==> config.mk <==
export PLATFORM = sky130hd
export DESIGN_NAME = source_text_tokenizer_top
export DESIGN_NICKNAME = d
export VERILOG_FILES = /design/src/hw/rtl/stt_pkg.sv /design/src/hw/rtl/source_text_tokenizer_top.sv
export SDC_FILE = /design/constraint.sdc
export NUM_CORES = 1
export LEC_CHECK = 0
export BUFFER_PORTS_ARGS = -buffer_cell sky130_fd_sc_hd__buf_2
export CAP_MARGIN = 20
export CORE_MARGIN = 8
export CORE_UTILIZATION = 56
export CTS_CLUSTER_DIAMETER = 60
export DETAILED_ROUTE_END_ITERATION = 6
export HOLD_SLACK_MARGIN = 0.1
export PLACE_DENSITY_LB_ADDON = 0.12
export SETUP_SLACK_MARGIN = 0.3
export SLEW_MARGIN = 20
export SYNTH_ARGS = -nofsm -noshare
export SYNTH_HDL_FRONTEND = slang
export SYNTH_SLANG_ARGS = --single-unit
==> constraint.sdc <==
create_clock -name clk -period 4.43 [get_ports clk]
set_input_delay 0.6645 -clock clk [delete_from_list [all_inputs] [get_ports clk]]
set_output_delay 0.6645 -clock clk [all_outputs]
set_load 0.01 [all_outputs]
==> src/hw/rtl/stt_pkg.sv <==
`default_nettype none
package stt_pkg;

	typedef enum logic [2:0] {
		MODE_IDLE,
		MODE_WORD,
		MODE_NUMBER,
		MODE_STRING,
		MODE_COMMENT,
		MODE_OPERATOR
	} mode_t;

	typedef enum logic [2:0] {
		OP_EQ,
		OP_PLUS,
		OP_LT,
		OP_GT,
		OP_BANG,
		OP_SLASH
	} op_t;

	localparam logic [5:0] K_EQ       = 6'd12;
	localparam logic [5:0] K_EQEQ     = 6'd13;
	localparam logic [5:0] K_PLUS     = 6'd14;
	localparam logic [5:0] K_PLUSPLUS = 6'd15;
	localparam logic [5:0] K_MINUS    = 6'd16;
	localparam logic [5:0] K_STAR     = 6'd17;
	localparam logic [5:0] K_SLASH    = 6'd18;
	localparam logic [5:0] K_PERCENT  = 6'd19;
	localparam logic [5:0] K_LT       = 6'd20;
	localparam logic [5:0] K_LE       = 6'd21;
	localparam logic [5:0] K_GT       = 6'd22;
	localparam logic [5:0] K_GE       = 6'd23;
	localparam logic [5:0] K_NE       = 6'd24;
	localparam logic [5:0] K_SHL      = 6'd25;
	localparam logic [5:0] K_LPAREN   = 6'd26;
	localparam logic [5:0] K_RPAREN   = 6'd27;
	localparam logic [5:0] K_LBRACE   = 6'd28;
	localparam logic [5:0] K_RBRACE   = 6'd29;
	localparam logic [5:0] K_SEMI     = 6'd30;
	localparam logic [5:0] K_IDENT    = 6'd9;
	localparam logic [5:0] K_NUMBER   = 6'd10;
	localparam logic [5:0] K_STRING   = 6'd11;
	localparam logic [5:0] K_EOF      = 6'd31;
	localparam logic [5:0] K_UNKNOWN  = 6'd32;

	localparam int NUM_KW = 9;
	localparam logic [39:0] KW_TEXT [NUM_KW] = '{
		40'h00_00746e69,
		40'h74_616f6c66,
		40'h00_00006669,
		40'h00_65736c65,
		40'h00_00726f66,
		40'h65_6c696877,
		40'h00_74756f63,
		40'h00_6c646e65,
		40'h00_6e69616d
	};
	localparam logic [2:0] KW_LEN [NUM_KW] = '{
		3'd3, 3'd5, 3'd2, 3'd4, 3'd3, 3'd5, 3'd4, 3'd4, 3'd4
	};

	localparam int FIFO_AW    = 2;
	localparam int FIFO_DEPTH = 1 << FIFO_AW;
	localparam int CNT_W      = FIFO_AW + 1;

	typedef struct packed {
		logic [5:0]  kind;
		logic [31:0] start;
		logic [31:0] len;
		logic        last;
	} tok_t;

	function automatic logic is_space(input logic [7:0] c);
		return c inside {[8'd9:8'd13], 8'd32};
	endfunction

	function automatic logic is_alpha(input logic [7:0] c);
		return c inside {["A":"Z"], ["a":"z"]};
	endfunction

	function automatic logic is_digit(input logic [7:0] c);
		return c inside {["0":"9"]};
	endfunction

	function automatic logic is_op_start(input logic [7:0] c);
		return c inside {"=", "+", "<", ">", "!", "/"};
	endfunction

	function automatic op_t op_code(input logic [7:0] c);
		op_t op;
		case (c)
			"+":     op = OP_PLUS;
			"<":     op = OP_LT;
			">":     op = OP_GT;
			"!":     op = OP_BANG;
			"/":     op = OP_SLASH;
			default: op = OP_EQ;
		endcase
		return op;
	endfunction

	function automatic logic [5:0] byte_kind(input logic [7:0] c);
		logic [5:0] k;
		case (c)
			"-":     k = K_MINUS;
			"*":     k = K_STAR;
			"%":     k = K_PERCENT;
			"(":     k = K_LPAREN;
			")":     k = K_RPAREN;
			"{":     k = K_LBRACE;
			"}":     k = K_RBRACE;
			";":     k = K_SEMI;
			default: k = K_UNKNOWN;
		endcase
		return k;
	endfunction

	function automatic logic [5:0] single_kind(input op_t op);
		logic [5:0] k;
		case (op)
			OP_EQ:    k = K_EQ;
			OP_PLUS:  k = K_PLUS;
			OP_LT:    k = K_LT;
			OP_GT:    k = K_GT;
			OP_SLASH: k = K_SLASH;
			default:  k = K_UNKNOWN;
		endcase
		return k;
	endfunction

	// zero when the byte does not complete a two-byte operator
	function automatic logic [5:0] pair_kind(input op_t op, input logic [7:0] c);
		logic [5:0] k;
		k = 6'd0;
		case (op)
			OP_EQ:   if (c == "=") k = K_EQEQ;
			OP_PLUS: if (c == "+") k = K_PLUSPLUS;
			OP_LT: begin
				if (c == "<") k = K_SHL;
				else if (c == "=") k = K_LE;
			end
			OP_GT:   if (c == "=") k = K_GE;
			OP_BANG: if (c == "=") k = K_NE;
			default: k = 6'd0;
		endcase
		return k;
	endfunction

	function automatic logic [5:0] word_kind(input logic [39:0] prefix, input logic [2:0] len);
		logic [5:0] k;
		k = K_IDENT;
		for (int i = 0; i < NUM_KW; i++) begin
			if (KW_LEN[i] == len && KW_TEXT[i] == prefix)
				k = 6'(i);
		end
		return k;
	endfunction

endpackage
`default_nettype wire

==> src/hw/rtl/source_text_tokenizer_top.sv <==
// Pipeline: a byte is registered on acceptance and scanned into the 4-entry result
// queue once that queue has room for two tokens. Throughput: one byte per cycle
// while the queue has room; the output gives one token per cycle while tok_stall is
// low; a byte that closes a token and opens another (two tokens) gives both in turn.
// Reset: arst_n low clears scan state, offset counter and queue; no token pending.
`default_nettype none
module source_text_tokenizer_top #(
	parameter int OFFSET_BITS = 32
) (
	input  wire logic        clk,
	input  wire logic        arst_n,
	input  wire logic        src_valid,
	output logic             src_stall,
	input  wire logic [7:0]  ch,
	input  wire logic        end_of_text,
	output logic             tok_valid,
	input  wire logic        tok_stall,
	output logic [5:0]       token_kind,
	output logic [31:0]      start_offset,
	output logic [31:0]      text_length,
	output logic             last
);

	logic                 vld_s1;
	logic [7:0]           ch_s1;
	logic                 eot_s1;

	stt_pkg::mode_t       mode_q, mode_d;
	stt_pkg::op_t         pend_q, pend_d;
	logic [OFFSET_BITS-1:0] pos_q, pos_d;
	logic [OFFSET_BITS-1:0] tb_q, tb_d;
	logic [OFFSET_BITS-1:0] span;
	logic                 sp_q, sp_d;
	logic [39:0]          kp_q, kp_d;
	logic [2:0]           wl_q, wl_d;

	stt_pkg::tok_t        mem [stt_pkg::FIFO_DEPTH];
	logic [stt_pkg::FIFO_AW-1:0] wr_q, rd_q;
	logic [stt_pkg::CNT_W-1:0]   cnt_q;

	logic adv, src_acc, pop;

	logic flush_en, disp_en, word_cont, set_point, two_op, to_comment, to_idle;
	logic word_ch;
	logic [5:0] k2;

	stt_pkg::tok_t tok_a, tok_b;
	logic a_vld, b_vld;
	logic [stt_pkg::CNT_W-1:0] push_n;

	assign adv       = vld_s1 && (cnt_q <= stt_pkg::CNT_W'(stt_pkg::FIFO_DEPTH - 2));
	assign src_stall = vld_s1 && !adv;
	assign src_acc   = src_valid && !src_stall;
	assign tok_valid = cnt_q != '0;
	assign pop       = tok_valid && !tok_stall;

	always_ff @(posedge clk or negedge arst_n) begin
		if (!arst_n) begin
			vld_s1 <= 1'b0;
		end else if (src_acc) begin
			vld_s1 <= 1'b1;
		end else if (adv) begin
			vld_s1 <= 1'b0;
		end
	end

	always_ff @(posedge clk) begin
		if (src_acc) begin
			ch_s1  <= ch;
			eot_s1 <= end_of_text;
		end
	end

	assign word_ch = stt_pkg::is_alpha(ch_s1) || stt_pkg::is_digit(ch_s1) || ch_s1 == "_";
	assign k2      = stt_pkg::pair_kind(pend_q, ch_s1);
	assign span    = pos_q - tb_q;

	always_comb begin
		flush_en   = 1'b0;
		disp_en    = 1'b0;
		word_cont  = 1'b0;
		set_point  = 1'b0;
		two_op     = 1'b0;
		to_comment = 1'b0;
		to_idle    = 1'b0;
		if (eot_s1) begin
			flush_en = 1'b1;
		end else begin
			case (mode_q)
				stt_pkg::MODE_WORD: begin
					if (word_ch) begin
						word_cont = 1'b1;
					end else begin
						flush_en = 1'b1;
						disp_en  = 1'b1;
					end
				end
				stt_pkg::MODE_NUMBER: begin
					if (stt_pkg::is_digit(ch_s1)) begin
						flush_en = 1'b0;
					end else if (ch_s1 == "." && !sp_q) begin
						set_point = 1'b1;
					end else begin
						flush_en = 1'b1;
						disp_en  = 1'b1;
					end
				end
				stt_pkg::MODE_STRING: begin
					flush_en = ch_s1 == "\"";
				end
				stt_pkg::MODE_COMMENT: begin
					to_idle = ch_s1 == 8'h0a;
				end
				stt_pkg::MODE_OPERATOR: begin
					if (k2 != 6'd0) begin
						two_op = 1'b1;
					end else if (pend_q == stt_pkg::OP_SLASH && ch_s1 == "/") begin
						to_comment = 1'b1;
					end else begin
						flush_en = 1'b1;
						disp_en  = 1'b1;
					end
				end
				default: begin
					disp_en = 1'b1;
				end
			endcase
		end
	end

	// next scan state
	always_comb begin
		mode_d = mode_q;
		pend_d = pend_q;
		pos_d  = pos_q + OFFSET_BITS'(1);
		tb_d   = tb_q;
		sp_d   = sp_q;
		kp_d   = kp_q;
		wl_d   = wl_q;
		if (eot_s1) begin
			mode_d = stt_pkg::MODE_IDLE;
			pend_d = stt_pkg::OP_EQ;
			pos_d  = '0;
			tb_d   = '0;
			sp_d   = 1'b0;
			kp_d   = '0;
			wl_d   = '0;
		end else begin
			if (flush_en || to_idle || two_op || disp_en)
				mode_d = stt_pkg::MODE_IDLE;
			if (to_comment)
				mode_d = stt_pkg::MODE_COMMENT;
			if (set_point)
				sp_d = 1'b1;
			if (word_cont) begin
				if (wl_q < 3'd5)
					kp_d[{wl_q, 3'b000} +: 8] = ch_s1;
				if (wl_q < 3'd6)
					wl_d = wl_q + 3'd1;
			end
			if (disp_en) begin
				if (stt_pkg::is_space(ch_s1)) begin
					mode_d = stt_pkg::MODE_IDLE;
				end else if (stt_pkg::is_alpha(ch_s1) || ch_s1 == "_") begin
					mode_d = stt_pkg::MODE_WORD;
					tb_d   = pos_q;
					kp_d   = {32'd0, ch_s1};
					wl_d   = 3'd1;
				end else if (stt_pkg::is_digit(ch_s1)) begin
					mode_d = stt_pkg::MODE_NUMBER;
					tb_d   = pos_q;
					sp_d   = 1'b0;
				end else if (ch_s1 == "\"") begin
					mode_d = stt_pkg::MODE_STRING;
					tb_d   = pos_q + OFFSET_BITS'(1);
				end else if (stt_pkg::is_op_start(ch_s1)) begin
					mode_d = stt_pkg::MODE_OPERATOR;
					pend_d = stt_pkg::op_code(ch_s1);
					tb_d   = pos_q;
				end
			end
		end
	end

	// tokens of this byte: closed token first, then the new one
	always_comb begin
		a_vld      = flush_en && mode_q != stt_pkg::MODE_IDLE && mode_q != stt_pkg::MODE_COMMENT;
		tok_a.start = 32'(tb_q);
		tok_a.len   = 32'(span);
		tok_a.last  = 1'b0;
		case (mode_q)
			stt_pkg::MODE_WORD:   tok_a.kind = stt_pkg::word_kind(kp_q, wl_q);
			stt_pkg::MODE_NUMBER: tok_a.kind = stt_pkg::K_NUMBER;
			stt_pkg::MODE_STRING: tok_a.kind = stt_pkg::K_STRING;
			stt_pkg::MODE_OPERATOR: begin
				tok_a.kind = stt_pkg::single_kind(pend_q);
				tok_a.len  = 32'(OFFSET_BITS'(1));
			end
			default: tok_a.kind = stt_pkg::K_UNKNOWN;
		endcase

		b_vld       = 1'b0;
		tok_b.kind  = stt_pkg::byte_kind(ch_s1);
		tok_b.start = 32'(pos_q);
		tok_b.len   = 32'd1;
		tok_b.last  = 1'b1;
		if (eot_s1) begin
			b_vld      = 1'b1;
			tok_b.kind = stt_pkg::K_EOF;
			tok_b.len  = 32'd0;
		end else if (two_op) begin
			b_vld       = 1'b1;
			tok_b.kind  = k2;
			tok_b.start = 32'(tb_q);
			tok_b.len   = 32'd2;
		end else if (disp_en) begin
			b_vld = !stt_pkg::is_space(ch_s1) && !word_ch && ch_s1 != "\""
				&& !stt_pkg::is_op_start(ch_s1);
		end
		if (!b_vld)
			tok_a.last = 1'b1;
		push_n = adv ? (stt_pkg::CNT_W'(a_vld) + stt_pkg::CNT_W'(b_vld)) : '0;
	end

	always_ff @(posedge clk or negedge arst_n) begin
		if (!arst_n) begin
			mode_q <= stt_pkg::MODE_IDLE;
			pend_q <= stt_pkg::OP_EQ;
			pos_q  <= '0;
			tb_q   <= '0;
			sp_q   <= 1'b0;
			kp_q   <= '0;
			wl_q   <= '0;
		end else if (adv) begin
			mode_q <= mode_d;
			pend_q <= pend_d;
			pos_q  <= pos_d;
			tb_q   <= tb_d;
			sp_q   <= sp_d;
			kp_q   <= kp_d;
			wl_q   <= wl_d;
		end
	end

	always_ff @(posedge clk) begin
		if (adv) begin
			if (a_vld && b_vld) begin
				mem[wr_q] <= tok_a;
				mem[stt_pkg::FIFO_AW'(wr_q + 1'b1)] <= tok_b;
			end else if (a_vld) begin
				mem[wr_q] <= tok_a;
			end else if (b_vld) begin
				mem[wr_q] <= tok_b;
			end
		end
	end

	always_ff @(posedge clk or negedge arst_n) begin
		if (!arst_n) begin
			wr_q  <= '0;
			rd_q  <= '0;
			cnt_q <= '0;
		end else begin
			wr_q  <= stt_pkg::FIFO_AW'(wr_q + push_n);
			if (pop)
				rd_q <= stt_pkg::FIFO_AW'(rd_q + 1'b1);
			cnt_q <= cnt_q + push_n - stt_pkg::CNT_W'(pop);
		end
	end

	assign token_kind   = mem[rd_q].kind;
	assign start_offset = mem[rd_q].start;
	assign text_length  = mem[rd_q].len;
	assign last         = mem[rd_q].last;

endmodule
`default_nettype wire

==> impl_metrics.json <==
{
  "setup_viol_count_final": 0,
  "fp.dieArea_sq_um": 45500,
  "largest_family_of_logic_cells_by_synthesized_area": "compound AO/OA/AOI/OAI gates",
  "coreArea_sq_um": 38600,
  "p_leak_uw": 0.00957,
  "num_io_pins": 86,
  "overflow": 0,
  "timing.max_slew.rel_slack_pct": 21.8,
  "layout_worst_path_cycle_share_pct": 91.8,
  "cap_viol_max_count": 0,
  "timing.critical_path.fanout_max": 16,
  "muxShareOfSynthArea_pct": 7.98,
  "vias_per_cell": 6.70,
  "tritoncts_sinks": 415,
  "max_freq_mhz": 246,
  "drt_pre_antenna_iters": 5,
  "grt_pass1_wl_mm": 102,
  "syn-mean-instance-area_sq_um": 10.9,
  "crit_arrival_ps": 4410,
  "synth_top_flop_cell": "sky130_fd_sc_hd__edfxtp_1",
  "post-dp-hpwl_mm": 44.3,
  "synth_compound_gate_area_share_pct": 21.0,
  "power-per-cell-area_nw_per_um2": 673,
  "cts.root.buffer_cell": "sky130_fd_sc_hd__clkbuf_16",
  "final_layout_size_suffix_gt1_share_pct": 18.4,
  "post_synthesis_xor_xnor_area_fraction_pct": 2.29,
  "start_util_pct": 56.6,
  "clk_pin_slew_ps": 60,
  "htreeDepth": 2,
  "synth.yosys.seq_area_share_pct": 48.6,
  "numCtsBuffers": 48,
  "setup-tns-final_ps": 0,
  "timing_worst_slew_pin_value_ps": 1160,
  "die-width_um": 213,
  "die_h_um": 213,
  "drtIter0Drc": 1543,
  "antenna_found_initial": 0,
  "grtUsageTotal_pct": 29.1,
  "n_antenna_cell": 0,
  "io_buffers": 85,
  "worst_hold_path_type": "in2async",
  "clock-skew-final_ps": 24.3,
  "finalWeightedCongestion": 0.934,
  "clock_path_buffers": 3,
  "hold_buffer_count_at_cts": 0,
  "hold_viol": 0,
  "synth_cell_type_count": 95,
  "route.detailed.drc": 0,
  "synth-seq-cells": 415,
  "synth_area_sq_um": 21800,
  "insertion_delay_ps": 620,
  "vias": 17600,
  "grt_start_max_net_pins": 65,
  "result_of_the_run": "completed",
  "critical_path.reg2reg.startpoint": "ch_s1[6]",
  "ant_nets": 0,
  "synth_to_layout_area_growth_pct": 13.8,
  "ir_worst_vdd_v": 0.000424,
  "synth-edff-count": 169,
  "worstSetupPathType": "reg2reg",
  "post_synth_inst_count": 1998,
  "final_worst_path_period_need_ps": 4060,
  "timing.critical_path.to_type": "flip-flop",
  "cp-start-kind": "flip-flop",
  "synth-simple-area-share_pct": 13.3,
  "grt_setup_unrepaired": "true",
  "wl_per_cell_um": 25.3,
  "final_nets": 2132,
  "syn-num-nets": 2059,
  "synth-warning-count": 0,
  "timing.critical_path.from": "ch_s1[6]",
  "share_of_synthesized_cell_area_in_full_adder_half_adder_and_majority_cells_pct": 2.82,
  "tritoncts": "done",
  "timing.critical_path.required_ps": 4780,
  "finalCoreUtilization_pct": 64.4,
  "finalMaxSlewViolations": 0,
  "ys_async_sr_fraction_pct": 29.4,
  "grt_pass1_vias": 17200,
  "drt_wl_total_mm": 66.6,
  "fp-row-count": 72
}
## timing repair
action / in CTS / in global routing
gates resized for setup: 5 / 31
setup endpoints to repair: 166 / 294
pin swaps: 0 / 1
hold endpoints to repair: 0 / 0
gates cloned: 0 / 2
buffers inserted: 0 / 8
## final timing paths
path                              endpoint  depth (start not counted)  slack [ps]
worst max-delay path            mem[3][63]                         15         370
worst min-delay path              kp_q[13]                          1         170
worst max register to register  mem[3][63]                         15         370
worst min register to register   mem[3][6]                          2         450
max in group asynchronous         tb_q[18]                          2        3340
min in group clk                    eot_s1                          1         240
## layout by cell type, fill, tap and decap left out, types with 17 or more instances in the layout
cell / instances
sky130_fd_sc_hd__nor2_1: 100
sky130_fd_sc_hd__nand2b_1: 18
sky130_fd_sc_hd__dfrtp_1: 120
sky130_fd_sc_hd__nand3_1: 43
sky130_fd_sc_hd__and2_1: 19
sky130_fd_sc_hd__dfxtp_1: 124
sky130_fd_sc_hd__a21o_1: 21
sky130_fd_sc_hd__clkbuf_16: 49
sky130_fd_sc_hd__o21ai_1: 19
sky130_fd_sc_hd__nor3_1: 53
sky130_fd_sc_hd__edfxtp_1: 169
sky130_fd_sc_hd__buf_4: 78
sky130_fd_sc_hd__nand2_1: 155
sky130_fd_sc_hd__buf_2: 84
sky130_fd_sc_hd__o2bb2ai_1: 33
sky130_fd_sc_hd__nand4_1: 23
sky130_fd_sc_hd__or3_1: 17
sky130_fd_sc_hd__a22o_1: 232
sky130_fd_sc_hd__a21oi_1: 56
sky130_fd_sc_hd__o21ai_0: 90
sky130_fd_sc_hd__xnor2_1: 41
sky130_fd_sc_hd__inv_1: 63
sky130_fd_sc_hd__nor2b_1: 19
sky130_fd_sc_hd__mux4_2: 71
sky130_fd_sc_hd__o22ai_1: 34
sky130_fd_sc_hd__ha_1: 46
## flip-flops by register name, indices dropped and copies added, names as in the netlist
register,count
pend_q,3
wr_q,2
cnt_q,3
pos_q,32
mem,284
ch_s1,8
eot_s1,1
sp_q,1
tb_q,32
kp_q,40
rd_q,2
wl_q,3
mode_q,3
vld_s1,1
## power breakdown
part	internal, uW	switching, uW	total [uW]	leakage, uW
clock	2110	1690	3800	0.000740
combinational	2820	4290	7110	0.00454
sequential	5000	811	5810	0.00429
## worst max-delay path, stage by stage (launching register included)
cell and delay [ps]:
sky130_fd_sc_hd__edfxtp_1 430, sky130_fd_sc_hd__nand4bb_1 290, sky130_fd_sc_hd__or3_4 430, sky130_fd_sc_hd__o22ai_4 230, sky130_fd_sc_hd__nor4_1 80, sky130_fd_sc_hd__or4_4 530, sky130_fd_sc_hd__o21a_1 160, sky130_fd_sc_hd__ha_1 200
sky130_fd_sc_hd__nor3_2 220, sky130_fd_sc_hd__nand2b_4 180, sky130_fd_sc_hd__buf_4 160, sky130_fd_sc_hd__nor2_2 70, sky130_fd_sc_hd__nor2_4 200, sky130_fd_sc_hd__o22ai_4 160, sky130_fd_sc_hd__buf_12 260, sky130_fd_sc_hd__a22o_1 190
## cells by family after synthesis
logic type / Yosys count
fa+ha+maj: 48
simple gates: 559
compound gates: 609
buf+inv: 225
xor+xnor: 57
mux: 85
flops: 415
## per-stage QoR
| step | hold WS [ps] | total power (uW) | setup slack [ps] | area [sq um] | cells |
|---|---|---|---|---|---|
| after floorplan | 369 | 10000 | 310 | 21900 | 1998 |
| after global placement | 428 | 12700 | 116 | 23100 | 2529 |
| after detailed placement | 441 | 12800 | 10.4 | 23100 | 2529 |
| after CTS | 170 | 16600 | 288 | 24600 | 2618 |
| after global routing | 222 | 17500 | 192 | 24800 | 2628 |
| final | 167 | 16700 | 365 | 24800 | 2628 |
## area by class of cell
class,count,area (sq um)
clock buffers,67,1310
clock inverters,22,189
fillers,3092,13700
inverters,67,267
multi-input cells,1358,10500
flip-flops and latches,415,10600
well taps,518,648
repair buffers,181,1300
## per-layer routing
layer | GRT usage [%] | vias up | wire length, um
li1 | - | 7815 | -
met1 | 37.4 | 8718 | 26200
met2 | 47.1 | 888 | 31700
met3 | 6.27 | 189 | 5980
met4 | 12.9 | 0 | 2660
met5 | 0 | - | 0
## cells in the mapped netlist, types with 19 or more instances
| cell type | n | area share [%] |
|---|---|---|
| sky130_fd_sc_hd__ha_1 | 46 | 2.6 |
| sky130_fd_sc_hd__clkbuf_1 | 123 | 2.1 |
| sky130_fd_sc_hd__a21oi_1 | 60 | 1.4 |
| sky130_fd_sc_hd__xnor2_1 | 41 | 1.6 |
| sky130_fd_sc_hd__o2bb2ai_1 | 33 | 1.3 |
| sky130_fd_sc_hd__nor2_1 | 112 | 1.9 |
| sky130_fd_sc_hd__nand4_1 | 23 | 0.66 |
| sky130_fd_sc_hd__edfxtp_1 | 169 | 23 |
| sky130_fd_sc_hd__nand2b_1 | 19 | 0.54 |
| sky130_fd_sc_hd__a22o_1 | 232 | 9.3 |
| sky130_fd_sc_hd__o21ai_0 | 90 | 2.1 |
| sky130_fd_sc_hd__o21ai_1 | 20 | 0.46 |
| sky130_fd_sc_hd__nand3_1 | 43 | 0.99 |
| sky130_fd_sc_hd__dfrtp_1 | 122 | 14 |
| sky130_fd_sc_hd__and2_1 | 19 | 0.54 |
| sky130_fd_sc_hd__dfxtp_1 | 124 | 11 |
| sky130_fd_sc_hd__inv_1 | 67 | 1.2 |
| sky130_fd_sc_hd__o22ai_1 | 37 | 1.1 |
| sky130_fd_sc_hd__a21o_1 | 21 | 0.72 |
| sky130_fd_sc_hd__mux4_2 | 71 | 7.3 |
| sky130_fd_sc_hd__nor2b_1 | 19 | 0.54 |
| sky130_fd_sc_hd__nor3_1 | 55 | 1.3 |
| sky130_fd_sc_hd__nand2_1 | 157 | 2.7 |
(Power assumes the default switching activity.)
